**src/rtl/core/sd_spi_block_reader_defines.svh**
```systemverilog
// assertion macros for the sd spi block reader
`ifndef SD_SPI_BLOCK_READER_DEFINES_SVH
`define SD_SPI_BLOCK_READER_DEFINES_SVH

`ifndef NO_ASSERTIONS

// property must hold at every clock edge outside reset
`define SDR_ASSERT(label, clk, rst_n, prop) \
	label: assert property (@(posedge clk) disable iff (!rst_n) prop) \
		else $error("sdr assertion failed");

// condition must never be seen at a clock edge outside reset
`define SDR_ASSERT_NEVER(label, clk, rst_n, expr) \
	label: assert property (@(posedge clk) disable iff (!rst_n) !(expr)) \
		else $error("sdr forbidden condition seen");

`else

`define SDR_ASSERT(label, clk, rst_n, prop)
`define SDR_ASSERT_NEVER(label, clk, rst_n, expr)

`endif

`endif

```
**src/rtl/core/sdr_pkg.sv**
```systemverilog
// shared types, constants and crc function of the sd spi block reader
package sdr_pkg;

	localparam int SECTOR_BYTES = 512;
	localparam int MAX_SECTORS  = 1024;
	localparam int SECT_CNT_W   = $clog2(SECTOR_BYTES);

	localparam int SECTORS_W = 11;
	localparam int TIMEOUT_W = 10;
	localparam int OFFSET_W  = 19;
	localparam int STATUS_W  = 3;
	localparam int CFG_IDX_W = 1;

	localparam logic [7:0] START_TOKEN = 8'hFE;

	// status codes
	localparam logic [STATUS_W-1:0] ST_IDLE      = 3'd0;
	localparam logic [STATUS_W-1:0] ST_BUSY      = 3'd1;
	localparam logic [STATUS_W-1:0] ST_SECTOR_OK = 3'd2;
	localparam logic [STATUS_W-1:0] ST_DONE      = 3'd3;
	localparam logic [STATUS_W-1:0] ST_REJECT    = 3'd4;
	localparam logic [STATUS_W-1:0] ST_CRC_ERR   = 3'd5;

	// configuration register indexes
	localparam logic [CFG_IDX_W-1:0] REG_SECTORS = 1'd0;
	localparam logic [CFG_IDX_W-1:0] REG_TIMEOUT = 1'd1;

	localparam logic [SECTORS_W-1:0] SECTORS_RESET = 11'd1024;
	localparam logic [TIMEOUT_W-1:0] TIMEOUT_RESET = 10'd1000;

	typedef struct packed {
		logic       command;
		logic [7:0] rx_byte;
	} item_t;

	typedef struct packed {
		logic                data_valid;
		logic [7:0]          data_byte;
		logic [OFFSET_W-1:0] byte_offset;
		logic [STATUS_W-1:0] status;
	} result_t;

	// one byte of crc16-ccitt, poly 0x1021, msb first
	function automatic logic [15:0] crc_byte(input logic [15:0] c_in, input logic [7:0] b);
		logic [15:0] c;
		c = {c_in[7:0], c_in[15:8]};
		c = c ^ {8'h00, b};
		c = c ^ {12'h000, c[7:4]};
		c = c ^ {c[3:0], 12'h000};
		c = c ^ {3'b000, c[7:0], 5'b00000};
		return c;
	endfunction

endpackage

```
**src/rtl/core/sdr_engine.sv**
```systemverilog
// read protocol state and per-byte result logic of the sd spi block reader
module sdr_engine (
	input  logic                              clk,
	input  logic                              arst_n,
	input  logic                              step,
	input  sdr_pkg::item_t                    item,
	input  logic [sdr_pkg::SECTORS_W-1:0]     sectors_to_read,
	input  logic [sdr_pkg::TIMEOUT_W-1:0]     response_timeout,
	output sdr_pkg::result_t                  result
);

	typedef enum logic [5:0] {
		PH_IDLE       = 6'b000001,
		PH_WAIT_R1    = 6'b000010,
		PH_WAIT_TOKEN = 6'b000100,
		PH_DATA       = 6'b001000,
		PH_CRC_HI     = 6'b010000,
		PH_CRC_LO     = 6'b100000
	} phase_t;

	phase_t                             phase_q, phase_d;
	logic [sdr_pkg::TIMEOUT_W-1:0]      poll_q, poll_d;
	logic [sdr_pkg::SECT_CNT_W-1:0]     byte_cnt_q, byte_cnt_d;
	logic [15:0]                        crc_q, crc_d;
	logic [7:0]                         crc_hi_q, crc_hi_d;
	logic [sdr_pkg::SECTORS_W-1:0]      sectors_left_q, sectors_left_d;
	logic [sdr_pkg::OFFSET_W-1:0]       addr_q, addr_d;

	logic [sdr_pkg::SECTORS_W-1:0]      sectors_clamped;
	logic [sdr_pkg::TIMEOUT_W-1:0]      poll_inc;
	logic [sdr_pkg::TIMEOUT_W-1:0]      poll_limit;
	logic [sdr_pkg::SECTORS_W-1:0]      sectors_dec;

	// sector count clamped into 1..MAX_SECTORS
	always_comb begin
		priority if (sectors_to_read == '0) begin
			sectors_clamped = sdr_pkg::SECTORS_W'(1);
		end else if (sectors_to_read > sdr_pkg::SECTORS_W'(sdr_pkg::MAX_SECTORS)) begin
			sectors_clamped = sdr_pkg::SECTORS_W'(sdr_pkg::MAX_SECTORS);
		end else begin
			sectors_clamped = sectors_to_read;
		end
	end

	assign poll_inc    = poll_q + 1'b1;
	assign poll_limit  = (response_timeout == '0) ? sdr_pkg::TIMEOUT_W'(1) : response_timeout;
	assign sectors_dec = (sectors_left_q != '0) ? sectors_left_q - 1'b1 : sectors_left_q;

	// next state and result for the byte in the input register
	always_comb begin
		phase_d        = phase_q;
		poll_d         = poll_q;
		byte_cnt_d     = byte_cnt_q;
		crc_d          = crc_q;
		crc_hi_d       = crc_hi_q;
		sectors_left_d = sectors_left_q;
		addr_d         = addr_q;
		result         = '0;
		result.status  = sdr_pkg::ST_IDLE;

		if (item.command) begin
			sectors_left_d = sectors_clamped;
			phase_d        = PH_WAIT_R1;
			poll_d         = '0;
			byte_cnt_d     = '0;
			crc_d          = '0;
			crc_hi_d       = '0;
			addr_d         = '0;
			result.status  = sdr_pkg::ST_BUSY;
		end else begin
			unique case (phase_q)
				PH_IDLE: begin
					result.status = sdr_pkg::ST_IDLE;
				end
				PH_WAIT_R1: begin
					result.status = sdr_pkg::ST_BUSY;
					if (!item.rx_byte[7]) begin
						if (item.rx_byte == 8'h00) begin
							phase_d = PH_WAIT_TOKEN;
						end else begin
							phase_d       = PH_IDLE;
							result.status = sdr_pkg::ST_REJECT;
						end
					end else begin
						poll_d = poll_inc;
						if (poll_inc >= poll_limit) begin
							phase_d       = PH_IDLE;
							result.status = sdr_pkg::ST_REJECT;
						end
					end
				end
				PH_WAIT_TOKEN: begin
					result.status = sdr_pkg::ST_BUSY;
					if (item.rx_byte == sdr_pkg::START_TOKEN) begin
						phase_d    = PH_DATA;
						byte_cnt_d = '0;
						crc_d      = '0;
					end
				end
				PH_DATA: begin
					result.status      = sdr_pkg::ST_BUSY;
					result.data_valid  = 1'b1;
					result.data_byte   = item.rx_byte;
					result.byte_offset = addr_q;
					crc_d              = sdr_pkg::crc_byte(crc_q, item.rx_byte);
					addr_d             = addr_q + 1'b1;
					byte_cnt_d         = byte_cnt_q + 1'b1;
					if (byte_cnt_q == sdr_pkg::SECT_CNT_W'(sdr_pkg::SECTOR_BYTES - 1)) begin
						byte_cnt_d = '0;
						phase_d    = PH_CRC_HI;
					end
				end
				PH_CRC_HI: begin
					result.status = sdr_pkg::ST_BUSY;
					crc_hi_d      = item.rx_byte;
					phase_d       = PH_CRC_LO;
				end
				PH_CRC_LO: begin
					if ({crc_hi_q, item.rx_byte} != crc_q) begin
						phase_d       = PH_IDLE;
						result.status = sdr_pkg::ST_CRC_ERR;
					end else begin
						sectors_left_d = sectors_dec;
						if (sectors_dec == '0) begin
							phase_d       = PH_IDLE;
							result.status = sdr_pkg::ST_DONE;
						end else begin
							phase_d       = PH_WAIT_TOKEN;
							result.status = sdr_pkg::ST_SECTOR_OK;
						end
					end
				end
				default: begin
					phase_d       = PH_IDLE;
					result.status = sdr_pkg::ST_IDLE;
				end
			endcase
		end
	end

	// protocol state, updated once per transfer that leaves the input register
	always_ff @(posedge clk or negedge arst_n) begin
		if (!arst_n) begin
			phase_q        <= PH_IDLE;
			poll_q         <= '0;
			byte_cnt_q     <= '0;
			crc_q          <= '0;
			crc_hi_q       <= '0;
			sectors_left_q <= '0;
			addr_q         <= '0;
		end else if (step) begin
			phase_q        <= phase_d;
			poll_q         <= poll_d;
			byte_cnt_q     <= byte_cnt_d;
			crc_q          <= crc_d;
			crc_hi_q       <= crc_hi_d;
			sectors_left_q <= sectors_left_d;
			addr_q         <= addr_d;
		end
	end

endmodule

```
**src/rtl/core/sd_spi_block_reader.sv**
```systemverilog
// top level of the sd spi multiple-block read receiver
//
// input channel: in_valid / in_stall carry one item per transfer, either a
// start command (command = 1) or a byte received from the card (rx_byte).
// output channel: out_valid / out_stall carry exactly one result per input
// item: data_valid, data_byte, byte_offset and status.
// configuration: cfg_valid / cfg_ready write cfg_data into register
// cfg_index (0 = sectors_to_read, 1 = response_timeout); cfg_ready is
// always high and writes take effect on the next cycle.
// order: an accepted item is held in the input register, and its result
// is loaded into the output register once that register can advance;
// out_valid rises with that load.
// throughput: one item per cycle unless out_stall holds a result; the input
// register feeds single-pass protocol logic straight into the output register.
// stall: while out_stall holds a result, the input register keeps its item
// and in_stall rises once it is full; nothing is dropped or reordered.
// reset: arst_n clears both pipeline stages, returns the reader to idle
// and loads the register defaults (1024 sectors, timeout 1000 bytes).
`include "sd_spi_block_reader_defines.svh"

module sd_spi_block_reader (
	input  logic                               clk,
	input  logic                               arst_n,

	input  logic                               in_valid,
	output logic                               in_stall,
	input  logic                               command,
	input  logic [7:0]                         rx_byte,

	output logic                               out_valid,
	input  logic                               out_stall,
	output logic                               data_valid,
	output logic [7:0]                         data_byte,
	output logic [sdr_pkg::OFFSET_W-1:0]       byte_offset,
	output logic [sdr_pkg::STATUS_W-1:0]       status,

	input  logic                               cfg_valid,
	output logic                               cfg_ready,
	input  logic [sdr_pkg::CFG_IDX_W-1:0]      cfg_index,
	input  logic [sdr_pkg::SECTORS_W-1:0]      cfg_data
);

	logic [sdr_pkg::SECTORS_W-1:0] sectors_q;
	logic [sdr_pkg::TIMEOUT_W-1:0] timeout_q;

	logic              valid_s1;
	sdr_pkg::item_t    item_s1;
	logic              out_valid_q;
	sdr_pkg::result_t  result_q;
	sdr_pkg::result_t  result_d;
	logic              advance;
	logic              in_take;

	// configuration registers
	assign cfg_ready = 1'b1;

	always_ff @(posedge clk or negedge arst_n) begin
		if (!arst_n) begin
			sectors_q <= sdr_pkg::SECTORS_RESET;
			timeout_q <= sdr_pkg::TIMEOUT_RESET;
		end else if (cfg_valid && cfg_ready) begin
			unique case (cfg_index)
				sdr_pkg::REG_SECTORS: sectors_q <= cfg_data;
				sdr_pkg::REG_TIMEOUT: timeout_q <= cfg_data[sdr_pkg::TIMEOUT_W-1:0];
				default: ;
			endcase
		end
	end

	// pipeline flow control
	assign advance  = !out_valid_q || !out_stall;
	assign in_stall = valid_s1 && !advance;
	assign in_take  = in_valid && !in_stall;

	// input register
	always_ff @(posedge clk or negedge arst_n) begin
		if (!arst_n) begin
			valid_s1 <= 1'b0;
		end else if (advance || !valid_s1) begin
			valid_s1 <= in_valid;
		end
	end

	always_ff @(posedge clk) begin
		if (in_take) begin
			item_s1.command <= command;
			item_s1.rx_byte <= rx_byte;
		end
	end

	// protocol logic
	sdr_engine u_engine (
		.clk              (clk),
		.arst_n           (arst_n),
		.step             (valid_s1 && advance),
		.item             (item_s1),
		.sectors_to_read  (sectors_q),
		.response_timeout (timeout_q),
		.result           (result_d)
	);

	// output register
	always_ff @(posedge clk or negedge arst_n) begin
		if (!arst_n) begin
			out_valid_q <= 1'b0;
		end else if (advance) begin
			out_valid_q <= valid_s1;
		end
	end

	always_ff @(posedge clk) begin
		if (advance && valid_s1) begin
			result_q <= result_d;
		end
	end

	assign out_valid   = out_valid_q;
	assign data_valid  = result_q.data_valid;
	assign data_byte   = result_q.data_byte;
	assign byte_offset = result_q.byte_offset;
	assign status      = result_q.status;

	// a payload byte only ever comes with busy status
	`SDR_ASSERT_NEVER(a_data_not_busy, clk, arst_n,
		out_valid_q && result_q.data_valid && result_q.status != sdr_pkg::ST_BUSY)
	// status codes stay within the defined set
	`SDR_ASSERT_NEVER(a_status_range, clk, arst_n,
		out_valid_q && result_q.status > sdr_pkg::ST_CRC_ERR)
	// stall toward the source only when the input register holds an item
	`SDR_ASSERT_NEVER(a_stall_empty, clk, arst_n, in_stall && !valid_s1)
	// a start command always answers busy with no payload
	`SDR_ASSERT(a_start_busy, clk, arst_n,
		(valid_s1 && advance && item_s1.command) |=>
		(out_valid_q && result_q.status == sdr_pkg::ST_BUSY && !result_q.data_valid))

endmodule
```
**config.mk**
```make
export PLATFORM = sky130hd
export DESIGN_NAME = sd_spi_block_reader
export DESIGN_NICKNAME = d
export VERILOG_FILES = /design/src/rtl/core/sdr_pkg.sv /design/src/rtl/core/sdr_engine.sv /design/src/rtl/core/sd_spi_block_reader.sv
export VERILOG_INCLUDE_DIRS = /design/src /design/src/rtl/core
export SDC_FILE = /design/constraint.sdc
export NUM_CORES = 1
export LEC_CHECK = 0
export BUFFER_PORTS_ARGS = -buffer_cell sky130_fd_sc_hd__buf_2
export CORE_ASPECT_RATIO = 0.9
export CORE_MARGIN = 3
export CORE_UTILIZATION = 57
export DETAILED_ROUTE_END_ITERATION = 16
export PLACE_DENSITY_LB_ADDON = 0.25
export SLEW_MARGIN = 25
export SYNTH_ARGS = -nofsm -noshare
export SYNTH_HDL_FRONTEND = slang
export SYNTH_SLANG_ARGS = --single-unit
export TNS_END_PERCENT = 1
```
**constraint.sdc**
```tcl
create_clock -name clk -period 3.8 [get_ports clk]
set_input_delay 0.95 -clock clk [delete_from_list [all_inputs] [get_ports clk]]
set_output_delay 0.95 -clock clk [all_outputs]
set_load 0.05 [all_outputs]
```
==> impl_metrics.env <==
export IMPL_run_status="complete, no violations"
export IMPL_synthesized_nets=703
export IMPL_summed_instance_area_of_the_synthesized_netlist_um2=7300
export IMPL_height_of_the_die_um=113
export IMPL_startpoint_of_the_tightest_hold_check_path="valid_s1"
export IMPL_setup_repair_after_global_routing_missed_its_margin="no"
export IMPL_first_global_vias=5377
export IMPL_via_per_inst=5.99
export IMPL_p_leak_nw=3.60
export IMPL_path_clk_slew_ns=0.06
export IMPL_pin_count=60
export IMPL_peak_fanout_along_the_critical_path=6
export IMPL_tns_ns=0
export IMPL_remaining_drc_errors=0
export IMPL_kind_of_end_point_of_the_critical_path="flip-flop"
export IMPL_cts_resized=0
export IMPL_core_rowCount=38
export IMPL_sw_frac_of_total=0.287
export IMPL_count_of_final_setup_violators=0
export IMPL_ctsHtreeMaxLevel=4
export IMPL_postRouteAntennaNets=0
export IMPL_grt_ovfl_total=0
export IMPL_tritoncts="done"
export IMPL_detail_route_wl_per_cell_um=17.4
export IMPL_layout_nets=762
export IMPL_detailroute_via_count=5355
export IMPL_antenna_found_initial=0
export IMPL_global_route_usage_total=0.232
export IMPL_hold_fails_final_rpt=0
export IMPL_async_flop_share=0.718
export IMPL_net_switching_power_mw=1.17
export IMPL_diodes=0
export IMPL_detail_route_wirelength_um=15500
export IMPL_coreArea_um2=12300
export IMPL_startpoint="u_engine.poll_q[0]"
export IMPL_timing_fmax_ghz=0.306
export IMPL_internal_power_mw=2.92
export IMPL_final_cell_area_um2=8280
export IMPL_hpwlAfterDp_um=10800
export IMPL_avgSynthCellArea_um2=11.0
export IMPL_cts_buffers=17
export IMPL_slew_of_the_pin_with_the_lowest_slew_margin_ns=0.906
export IMPL_drt_iter0_markers=527
export IMPL_cts_path_max_buffers=2
export IMPL_peak_vdd_ir_v=0.000390
export IMPL_yosys_register_bits=142
export IMPL_port_buffer_count=58
export IMPL_clkLatencyLatePin_ns=0.43
export IMPL_die_w_um=125
export IMPL_clock_skew_final_ns=0.00945
export IMPL_grt_start_max_net_pins=47
export IMPL_share_of_total_power_in_the_clock_network=0.383
export IMPL_cts_setup_buffers=0
export IMPL_synth_cells=662
export IMPL_worst_ep_required_time_ns=4.10
export IMPL_slew_violations=0
export IMPL_drive_gt1_frac=0.196
export IMPL_synth_enable_flop_cells=40
export IMPL_global_placement_routability_congestion=0.900
export IMPL_drtPass1Iterations=5
export IMPL_p_seq_frac=0.450
export IMPL_slew_limit_headroom=0.395
export IMPL_combPwrFrac=0.167
export IMPL_timing_final_crit_share=0.859
export IMPL_placement_cell_area_um2=7720
export IMPL_synth_yosys_seq_area_share=0.515
export IMPL_reg2reg_from="u_engine.poll_q[0]"
export IMPL_cts_hold_fix_buffers=0
export IMPL_setup_worst_path_class="flip-flop to flip-flop"
export IMPL_element_type_at_the_critical_path_start="flip-flop"
export IMPL_clock_sinks=142
export IMPL_start_util=0.595
export IMPL_synth_distinct_cells=76
export IMPL_clock_tree_root_cell="clkbuf_16"
export IMPL_worst_ep_arrival_time_ns=3.57
export IMPL_growth_of_design_area_from_synthesis_to_finish_pct=13.4
export IMPL_hold_path_class="flip-flop to flip-flop"
export IMPL_die_area_um2=14200
export IMPL_first_pass_grt_wire_length_um=26500
export IMPL_layout_min_cycle_time_ns=3.26
export IMPL_yosys_most_used_dff="dfrtp_1"
export IMPL_power_per_cell_area_nw_per_um2=494
export IMPL_cap_violations=0
export IMPL_synthesis_yosys_warnings=0
-- stage by stage --
| stage | power, mW | cells | hold slack [ns] | util | setup slack (ns) |
|---|---|---|---|---|---|
| after floorplan | 2.34 | 662 | 0.453 | - | 0.814 |
| final | 4.09 | 894 | 0.494 | 0.675 | 0.537 |
| after CTS | 4.10 | 894 | 0.496 | 0.675 | 0.586 |
| after detailed placement | 2.53 | 862 | 0.479 | 0.630 | 0.640 |
| after global placement | 2.51 | 862 | 0.472 | 0.630 | 0.753 |
| after global routing | 4.29 | 894 | 0.537 | 0.675 | 0.321 |
-- registers in the layout, summed over array words and instances, names as in the netlist --
name / flops
u_engine.crc_q: 16
item_s1: 9
sectors_q: 11
valid_s1: 1
u_engine.byte_cnt_q: 9
timeout_q: 10
data_valid: 1
u_engine.sectors_left_q: 11
data_byte: 8
u_engine.crc_hi_q: 8
status: 3
u_engine.phase_q: 6
out_valid: 1
u_engine.addr_q: 19
u_engine.poll_q: 10
byte_offset: 19
-- power by group through the flow --
stage | clock network [mW] | logic [mW] | registers [mW]
after floorplan | 0 | 0.456 | 1.89
after global routing | 1.67 | 0.756 | 1.86
after CTS | 1.59 | 0.676 | 1.83
after global placement | 0 | 0.654 | 1.86
final | 1.56 | 0.682 | 1.84
after detailed placement | 0 | 0.671 | 1.86
-- synth_stat cells (all sizes together) (2+ instances only) --
cell | instances | area [µm²]
and4b | 2 | 21.3
o31ai | 13 | 103
a22o | 33 | 289
a31oi | 4 | 25.0
a22oi | 2 | 15.0
dfstp | 8 | 210
dfrtp | 94 | 2350
a21o | 2 | 15.0
or4 | 4 | 35.0
xor2 | 18 | 158
nor2 | 46 | 173
a21oi | 22 | 114
o41a | 2 | 22.5
o21bai | 2 | 15.0
o2111a | 2 | 22.5
nor4b | 3 | 41.3
buf | 12 | 88.8
nand3 | 16 | 80.1
nor4 | 14 | 124
clkbuf | 18 | 87.6
o21ai | 37 | 185
inv | 27 | 101
edfxtp | 40 | 1200
nand4 | 8 | 50.1
and2 | 32 | 201
or3 | 8 | 50.1
o22ai | 3 | 18.8
nor3 | 12 | 65.1
and3 | 12 | 75.1
mux2 | 23 | 259
a221oi | 2 | 17.5
nand2 | 33 | 124
ha | 15 | 188
o2111ai | 4 | 52.6
nor2b | 3 | 18.8
a211oi | 3 | 22.5
nand2b | 13 | 81.3
xnor2 | 45 | 394
or2 | 4 | 25.0
nor3b | 3 | 33.8
-- layout make-up --
| class | instances | area, µm² |
|---|---|---|
| fillers | 936 | 3990 |
| multi-input cells | 462 | 3260 |
| well taps | 160 | 200 |
| flip-flops and latches | 142 | 3760 |
| inverters | 28 | 105 |
| repair buffers | 70 | 395 |
| clock buffers | 27 | 503 |
| clock inverters | 5 | 55.1 |
-- cells by family (layout without fill, tap and decap cells) --
| logic type | after synthesis | after routing | share of synthesized area |
|---|---|---|---|
| and+or+nand+nor | 219 | 219 | 0.171 |
| DFF | 142 | 142 | 0.515 |
| AOI/OAI and AO/OA | 140 | 140 | 0.136 |
| xor gates and xnor gates | 63 | 63 | 0.0755 |
| buffers and inverters | 58 | 130 | 0.0385 |
| muxes | 24 | 24 | 0.0368 |
| adders and majority gates | 15 | 15 | 0.0257 |
| other | 1 | 1 | 0.000513 |
-- layout by cell type (no fill, tap or decap), types with 8 or more instances in the layout --
master	instances
a21oi_1	21
a22o_1	33
and2_1	31
and3_1	12
buf_2	57
buf_4	12
clkbuf_16	17
dfrtp_1	94
dfstp_2	8
edfxtp_1	40
ha_1	15
inv_1	26
mux2_2	23
nand2_1	33
nand2b_1	13
nand3_1	16
nand4_1	8
nor2_1	46
nor3_1	11
nor4_1	11
o21ai_0	36
o31ai_1	12
or3_1	8
xnor2_1	45
xor2_1	18
-- final timing paths --
path                       depth (start not counted)  slack (ns)             endpoint
setup / recovery                                  10        0.54  u_engine.phase_q[4]
hold / removal                                     1        0.49            out_valid
setup reg to reg                                  10        0.54  u_engine.phase_q[4]
hold reg to reg                                    1        0.49            out_valid
max in group asynchronous                          2        2.47        sectors_q[10]
min in group asynchronous                          1        0.54    u_engine.crc_q[0]
-- worst max-delay path, cell delays in order, from the launching register on --
cell      delay [ns]
dfrtp_1         0.43
ha_1            0.30
nand3_1         0.21
nor2_1          0.18
xor2_1          0.10
ha_1            0.21
or4b_2          0.68
nand3b_1        0.19
a21oi_2         0.20
or2_1           0.27
mux2_2          0.36
-- metal layers --
layer	GRT usage	share of wire	vias up
li1	-	-	2531
met2	0.373	0.47	190
met3	0.0655	0.059	24
met5	0	0	-
met1	0.306	0.45	2610
met4	0.0809	0.018	0
Note: power is estimated with default switching activity, not from simulation.
